$ cat src/rtl/lspe_pkg.sv
// ----------------------------------------------------------------------------
// lspe_pkg
// Shared types and codes for the hidden payload extractor.
// ----------------------------------------------------------------------------
package lspe_pkg;

	localparam logic [2:0] KIND_EXT       = 3'd0;
	localparam logic [2:0] KIND_PAY       = 3'd1;
	localparam logic [2:0] KIND_MAGIC_ERR = 3'd2;
	localparam logic [2:0] KIND_LEN_ERR   = 3'd3;
	localparam logic [2:0] KIND_EMPTY     = 3'd4;

	localparam logic [1:0] REG_HEADER_LENGTH  = 2'd0;
	localparam logic [1:0] REG_MAGIC_FIRST    = 2'd1;
	localparam logic [1:0] REG_MAGIC_SECOND   = 2'd2;
	localparam logic [1:0] REG_MAX_EXT_LENGTH = 2'd3;

	localparam logic [15:0] HEADER_LENGTH_RST = 16'd54;
	localparam logic [7:0]  MAGIC_FIRST_RST   = 8'h23;
	localparam logic [7:0]  MAGIC_SECOND_RST  = 8'h2A;
	localparam logic [7:0]  MAX_EXT_RST       = 8'd255;

	typedef struct packed {
		logic [15:0] header_length;
		logic [7:0]  magic_first;
		logic [7:0]  magic_second;
		logic [7:0]  max_extension_length;
	} cfg_t;

	typedef struct packed {
		logic       valid;
		logic [7:0] data;
		logic [2:0] kind;
		logic       last;
	} res_t;

endpackage

$ cat src/rtl/lsb_stego_payload_extractor_top.sv
// ----------------------------------------------------------------------------
// lsb_stego_payload_extractor_top
// Recovers a hidden frame from the least significant bits of image bytes.
// ----------------------------------------------------------------------------
// Usage:
//   Image bytes enter on the s_ stream, one per transaction; s_tuser marks
//   the first byte of a new image and restarts decoding. Decoded extension
//   and payload bytes, and single error or empty-payload status results,
//   leave on the m_ stream with the kind in m_tuser and m_tlast on the
//   final result of a frame. Most input bytes give no result.
//   A byte is taken into the input register, then decoded into the result
//   register, from which its result is presented.
//   Throughput: one byte per cycle, sustained, while m_tready is high.
//   When the receiver stalls, the result register holds; one more byte
//   waits in the input register, then s_tready drops.
//   Registers are written through cfg_wr_en/cfg_addr/cfg_wdata and should
//   only change while no byte is in flight.
//   Reset clears both stream stages, restores register defaults and puts
//   the decoder in header skip, so decoding starts without a frame mark.
// ----------------------------------------------------------------------------
module lsb_stego_payload_extractor_top
	import lspe_pkg::*;
(
	input  logic        clk,
	input  logic        arst_n,
	input  logic        cfg_wr_en,
	input  logic [1:0]  cfg_addr,
	input  logic [15:0] cfg_wdata,
	input  logic        s_tvalid,
	output logic        s_tready,
	input  logic [7:0]  s_tdata,   // [7:0] image_byte
	input  logic        s_tuser,   // [0] frame_start
	output logic        m_tvalid,
	input  logic        m_tready,
	output logic [7:0]  m_tdata,   // [7:0] out_byte
	output logic [2:0]  m_tuser,   // [2:0] kind
	output logic        m_tlast
);

	cfg_t       cfg_q;
	logic       in_valid_s1;
	logic [7:0] in_byte_s1;
	logic       in_start_s1;
	logic       out_valid_s2;
	logic [7:0] out_data_s2;
	logic [2:0] out_kind_s2;
	logic       out_last_s2;
	logic       advance;
	res_t       res;

	assign advance  = !out_valid_s2 || m_tready;
	assign s_tready = !in_valid_s1 || advance;

	always_ff @(posedge clk or negedge arst_n) begin
		if (!arst_n) begin
			cfg_q <= '{header_length: HEADER_LENGTH_RST, magic_first: MAGIC_FIRST_RST,
				magic_second: MAGIC_SECOND_RST, max_extension_length: MAX_EXT_RST};
		end else if (cfg_wr_en) begin
			unique case (cfg_addr)
				REG_HEADER_LENGTH:  cfg_q.header_length        <= cfg_wdata;
				REG_MAGIC_FIRST:    cfg_q.magic_first          <= cfg_wdata[7:0];
				REG_MAGIC_SECOND:   cfg_q.magic_second         <= cfg_wdata[7:0];
				REG_MAX_EXT_LENGTH: cfg_q.max_extension_length <= cfg_wdata[7:0];
				default: ;
			endcase
		end
	end

	lspe_core u_core (
		.clk         (clk),
		.arst_n      (arst_n),
		.cfg         (cfg_q),
		.step        (in_valid_s1 && advance),
		.image_byte  (in_byte_s1),
		.frame_start (in_start_s1),
		.res         (res)
	);

	always_ff @(posedge clk or negedge arst_n) begin
		if (!arst_n) begin
			in_valid_s1  <= 1'b0;
			out_valid_s2 <= 1'b0;
		end else begin
			if (s_tvalid && s_tready)
				in_valid_s1 <= 1'b1;
			else if (advance)
				in_valid_s1 <= 1'b0;
			if (advance)
				out_valid_s2 <= in_valid_s1 && res.valid;
		end
	end

	always_ff @(posedge clk) begin
		if (s_tvalid && s_tready) begin
			in_byte_s1  <= s_tdata;
			in_start_s1 <= s_tuser;
		end
		if (advance) begin
			out_data_s2 <= res.data;
			out_kind_s2 <= res.kind;
			out_last_s2 <= res.last;
		end
	end

	assign m_tvalid = out_valid_s2;
	assign m_tdata  = out_data_s2;
	assign m_tuser  = out_kind_s2;
	assign m_tlast  = out_last_s2;

endmodule

$ cat src/rtl/lspe_core.sv
// ----------------------------------------------------------------------------
// lspe_core
// Frame state and one-byte decode step: bit collection, magic and length
// checks, byte emission.
// ----------------------------------------------------------------------------
module lspe_core
	import lspe_pkg::*;
(
	input  logic       clk,
	input  logic       arst_n,
	input  cfg_t       cfg,
	input  logic       step,
	input  logic [7:0] image_byte,
	input  logic       frame_start,
	output res_t       res
);

	localparam logic [2:0] PH_HEADER = 3'd0;
	localparam logic [2:0] PH_MAGIC  = 3'd1;
	localparam logic [2:0] PH_EXTLEN = 3'd2;
	localparam logic [2:0] PH_EXT    = 3'd3;
	localparam logic [2:0] PH_PAYLEN = 3'd4;
	localparam logic [2:0] PH_PAY    = 3'd5;
	localparam logic [2:0] PH_IDLE   = 3'd6;

	logic [2:0]  phase_q, phase_d;
	logic [15:0] hcount_q, hcount_d;
	logic [4:0]  bcount_q, bcount_d;
	logic [31:0] shift_q, shift_d;
	logic [30:0] remain_q, remain_d;
	logic        magic_bad_q, magic_bad_d;

	always_comb begin
		phase_d     = frame_start ? PH_HEADER : phase_q;
		hcount_d    = frame_start ? 16'd0 : hcount_q;
		bcount_d    = frame_start ? 5'd0 : bcount_q;
		shift_d     = frame_start ? 32'd0 : shift_q;
		remain_d    = frame_start ? 31'd0 : remain_q;
		magic_bad_d = frame_start ? 1'b0 : magic_bad_q;
		res         = '0;

		if (phase_d < PH_IDLE) begin
			if (phase_d == PH_HEADER && hcount_d < cfg.header_length) begin
				hcount_d = hcount_d + 16'd1;
			end else begin
				if (phase_d == PH_HEADER) begin
					phase_d  = PH_MAGIC;
					bcount_d = 5'd0;
				end
				shift_d = {shift_d[30:0], image_byte[0]};
				unique case (phase_d)
					PH_MAGIC: begin
						if (bcount_d == 5'd7)
							magic_bad_d = (shift_d[7:0] != cfg.magic_first);
						if (bcount_d != 5'd15) begin
							bcount_d = bcount_d + 5'd1;
						end else begin
							bcount_d = 5'd0;
							if (magic_bad_d || shift_d[7:0] != cfg.magic_second) begin
								phase_d = PH_IDLE;
								res     = '{valid: 1'b1, data: 8'd0,
									kind: KIND_MAGIC_ERR, last: 1'b1};
							end else begin
								phase_d = PH_EXTLEN;
							end
						end
					end
					PH_EXTLEN, PH_PAYLEN: begin
						if (bcount_d != 5'd31) begin
							bcount_d = bcount_d + 5'd1;
						end else begin
							bcount_d = 5'd0;
							if (shift_d[31] || (phase_d == PH_EXTLEN &&
								shift_d[30:0] > {23'd0, cfg.max_extension_length})) begin
								phase_d = PH_IDLE;
								res     = '{valid: 1'b1, data: 8'd0,
									kind: KIND_LEN_ERR, last: 1'b1};
							end else begin
								remain_d = shift_d[30:0];
								if (phase_d == PH_EXTLEN) begin
									phase_d = (shift_d[30:0] == 31'd0) ? PH_PAYLEN : PH_EXT;
								end else if (shift_d[30:0] == 31'd0) begin
									phase_d = PH_IDLE;
									res     = '{valid: 1'b1, data: 8'd0,
										kind: KIND_EMPTY, last: 1'b1};
								end else begin
									phase_d = PH_PAY;
								end
							end
						end
					end
					PH_EXT, PH_PAY: begin
						if (bcount_d != 5'd7) begin
							bcount_d = bcount_d + 5'd1;
						end else begin
							bcount_d = 5'd0;
							if (remain_d != 31'd0)
								remain_d = remain_d - 31'd1;
							if (phase_d == PH_EXT) begin
								if (remain_d == 31'd0)
									phase_d = PH_PAYLEN;
								res = '{valid: 1'b1, data: shift_d[7:0],
									kind: KIND_EXT, last: 1'b0};
							end else begin
								if (remain_d == 31'd0)
									phase_d = PH_IDLE;
								res = '{valid: 1'b1, data: shift_d[7:0],
									kind: KIND_PAY, last: (remain_d == 31'd0)};
							end
						end
					end
					default: begin
						phase_d = PH_IDLE;
					end
				endcase
			end
		end
	end

	always_ff @(posedge clk or negedge arst_n) begin
		if (!arst_n) begin
			phase_q     <= PH_HEADER;
			hcount_q    <= '0;
			bcount_q    <= '0;
			shift_q     <= '0;
			remain_q    <= '0;
			magic_bad_q <= 1'b0;
		end else if (step) begin
			phase_q     <= phase_d;
			hcount_q    <= hcount_d;
			bcount_q    <= bcount_d;
			shift_q     <= shift_d;
			remain_q    <= remain_d;
			magic_bad_q <= magic_bad_d;
		end
	end

endmodule

$ cat config.mk
export PLATFORM = sky130hd
export DESIGN_NAME = lsb_stego_payload_extractor_top
export DESIGN_NICKNAME = d
export VERILOG_FILES = /design/src/rtl/lspe_pkg.sv /design/src/rtl/lsb_stego_payload_extractor_top.sv /design/src/rtl/lspe_core.sv
export SDC_FILE = /design/constraint.sdc
export NUM_CORES = 1
export LEC_CHECK = 0
export BUFFER_PORTS_ARGS = -buffer_cell sky130_fd_sc_hd__buf_2
export CAP_MARGIN = 15
export CORE_UTILIZATION = 56
export CTS_CLUSTER_DIAMETER = 30
export DETAILED_ROUTE_END_ITERATION = 12
export GPL_ROUTABILITY_DRIVEN = 0
export PLACE_DENSITY = 0.77
export RECOVER_POWER = 50
export SLEW_MARGIN = 10
export SYNTH_ARGS = -nofsm -noshare
export SYNTH_HDL_FRONTEND = slang
export SYNTH_SLANG_ARGS = --single-unit
$ cat constraint.sdc
create_clock -name clk -period 4.3 [get_ports clk]
set_input_delay 0.43 -clock clk [delete_from_list [all_inputs] [get_ports clk]]
set_output_delay 0.43 -clock clk [all_outputs]
set_load 0.005 [all_outputs]
==> metrics.md <==
| Metric | Value |
|---|---|
| Most frequent cells after synthesis | nand2_1, dfrtp_1, o21ai_0, nor2_1 |
| Outcome | finished, violations left |
| Post-place setup slack | between 600 and 700 ps |
| Min Hold Slack | between 150 and 200 ps |
| Hold buffers post-CTS | 0 |
| Final worst slack | roughly 530 ps |
| WP data required | 4620 ps |
| Syn_area_per_cell | a little under 9 sq um |
| Yosys warning total | 0 |
| Area contributors post-synth | dfrtp_1, o21ai_0, dfstp_2, nand2_1, edfxtp_1 |
| Final slew viol count | between 100 and 150 |
| Area leader, netlist | dfrtp_1 |
| Post-CTS Resized | 0 |
| Asr flop ratio synth | between 90% and 100% |
| Initial DRC count | 900 |
| IO Port Bufs | 38 |
| TritonRoute pass-1 iters | 6 |
| Post-synth top area share | a little under a third |
| CTS tree | done |
| Worst-Margin Slew | 3270 ps |
| Global-route wire length before repair | 40.9 mm |
| Hold Path Depth | 1 |
| Critical path's top delay family | compound AO/OA/AOI/OAI gates |
| Max Fclk | 265 MHz |
| Slew headroom | -118% |
| I/O pin cnt | between 40 and 50 |
| #FFs+latches synth | ~140 |
| Dpl hpwl | around 17 mm |
| GRT Util Overall | 31.2% |
| Setup TNS | 0 ps |
| Die height | about 130 microns |
| Unique masters post-synth | between 70 and 80 |
| Leakage | 4.33 nW |
| Register area share after synthesis | 40.1% |
| Die area | 16800 sq um |
| Via count | between 8000 and 9000 |
| Synthesized netlist net count | roughly 1100 |
| Failing checks | capacitance limit, slew limit |
| CP Class | flip-flop to flip-flop |
| Drt total wl | roughly 25 mm |
| Antenna viol nets, final | 0 |
| CP Depth | 12 |
| Synthesized area | 9150 sq um |
| Post-synthesis instance total | around 1000 |
| Crit path max fanout | 8 |
| Max-cap check violation count | 1 |
| Clock tree buffer depth | 2 |
| Largest net degree at the start of global routing | between 100 and 150 |
| M1 wire length | 11.2 mm |
| Clock root cell | clkbuf_16 |
| Crit. End Element | flip-flop |
| Reg clk slew, reported paths | approximately 60 ps |
| Grt ovf | 0 |
| Post-synth EDFFs | 14 |
| Total CTS buffers | 17 |
| DRC violations left | 0 |
| Initial cell density of the core | between 50% and 60% |
| Met2 wire len | between 10 and 15 mm |
| RR Startpoint | u_core.remain_q[0] |
| Cell area power density | about 420 nW/um^2 |
| Rows | 46 |
| Post-layout minimum cycle time | between 3000 and 4000 ps |
| Crit path buffers/inverters | 1 |
| Via density per instance | between 6 and 7 |
| CTS sink cnt | ~140 |
| Clk_lat worst skew | about 420 ps |
| Clock skew | between 10 and 15 ps |
| RSZ-0062 raised after global routing | false |
| Critical path arrival | a little over 4000 ps |
| Worst vdd ir | 0.337 mV |
| DR WL/cell | around 19 microns |
| Number of global-route vias before repair | about 7800 |
| Setup-violating endpoint count in the final report | 0 |
| H-tree levels | 4 |
| Critical path's slowest cell | o311ai_0 |
| Startpoint Class | flip-flop |
| Hold crit path type | input port to flip-flop |
| Final hold vios | 0 |
| Util after Layout | a little under two thirds |
| Met3 WL | 2.19 mm |
| Nets@finish | roughly 1100 |
| R2r worst-path depth | 12 |
| Count leader, synth | nand2_1 |
| Crit-path cells | nor2b_1 -> inv_1 -> ha_1 -> nor4b_4 -> a21o_1 -> o311ai_2 -> o311ai_0 -> o2111ai_1 -> nor4_2 -> nor4b_4 -> o21ai_1 -> a211oi_1 |
| Layout cells sized above 1 | between 10% and 20% |
| N_diodes | 0 |
| Crit-path most repeated cell | nor4b_4 |
| Postcts setup bufs | 0 |
| Highest metal used | met4 |
| CP startpoint | u_core.remain_q[0] |
| Die X | 130 microns |
| Post-synth top flop | dfrtp_1 |
| Slowest stage delay, CP | 500 ps |
| Fin crit share | between 80 and 90% |
| Area grow syn2layout | 10.7% |
| Initial antenna violation count | 0 |
| Core ar. | 15900 sq um |
| Min-delay src | s_tdata[0] |
## power breakdown
part	switching, mW	internal [mW]
Clock	0.592	0.849
Combinational	0.780	0.436
Sequential	0.135	1.51
## layout by cell type (no fill, tap or decap), drive strengths merged, types with 9 or more instances in the layout
cell type  instances
nand2            125
dfrtp            111
o21ai            111
nor2              68
buf               62
a21oi             55
inv               46
a22oi             33
ha                32
nor2b             29
clkbuf            26
xnor2             25
mux2              25
nor3              24
nand3             20
dfstp             18
nor4              18
a22o              17
a21o              14
a31oi             14
edfxtp            14
nand4             14
and3              13
o31ai             11
and2               9
xor2               9
o22ai              9
## logic make-up (layout without fill, tap and decap cells)
family,after synthesis,in the layout,synth area share (%)
compound gates,325,325,22.9
flops,143,143,40.1
fa+ha+maj,32,32,4.38
mux,33,33,3.95
xor+xnor,34,34,3.26
buf+inv,111,142,4.77
simple gates,364,364,20.6
## registers in the layout, indices dropped and copies added, names as in the netlist, 3 cells and up
register and count:
u_core.hcount_q 16, u_core.shift_q 31, cfg_q 40, u_core.remain_q 31
u_core.bcount_q 5, m_tdata 8, m_tuser 3, u_core.phase_q 3
## per-stage QoR
stage               instance area, sq um  std cells  power [mW]
floorplan                           9150       1042        2.47
global placement                    9560       1256        2.81
detailed placement                  9560       1256        2.83
CTS                                10100       1288        4.28
global route                       10100       1289        4.50
finish                             10100       1289        4.30
## routing by layer
layer / up-vias / track usage [%]
met5: - / 0
met4: 0 / 9.85
met3: 47 / 7.38
met2: 435 / 46.7
met1: 3948 / 44.6
li1: 3850 / -
## cell type report
class / instances / area (sq um)
fill: 1310 / 5820
multi-input combinational: 788 / 5040
sequential: 143 / 3670
clock buffer: 22 / 474
timing repair buffer: 66 / 393
tap: 216 / 270
inverter: 44 / 165
clock inverter: 10 / 104
## worst paths after layout
path	to	slack (ps)
hold / removal	in_byte_s1[0]	190
setup reg to reg	u_core.phase_q[2]	530
setup / recovery	u_core.phase_q[2]	530
max in group asynchronous	u_core.shift_q[24]	1190
min in group asynchronous	cfg_q[20]	1150
hold reg to reg	cfg_q[25]	510
(Power assumes the default switching activity.)
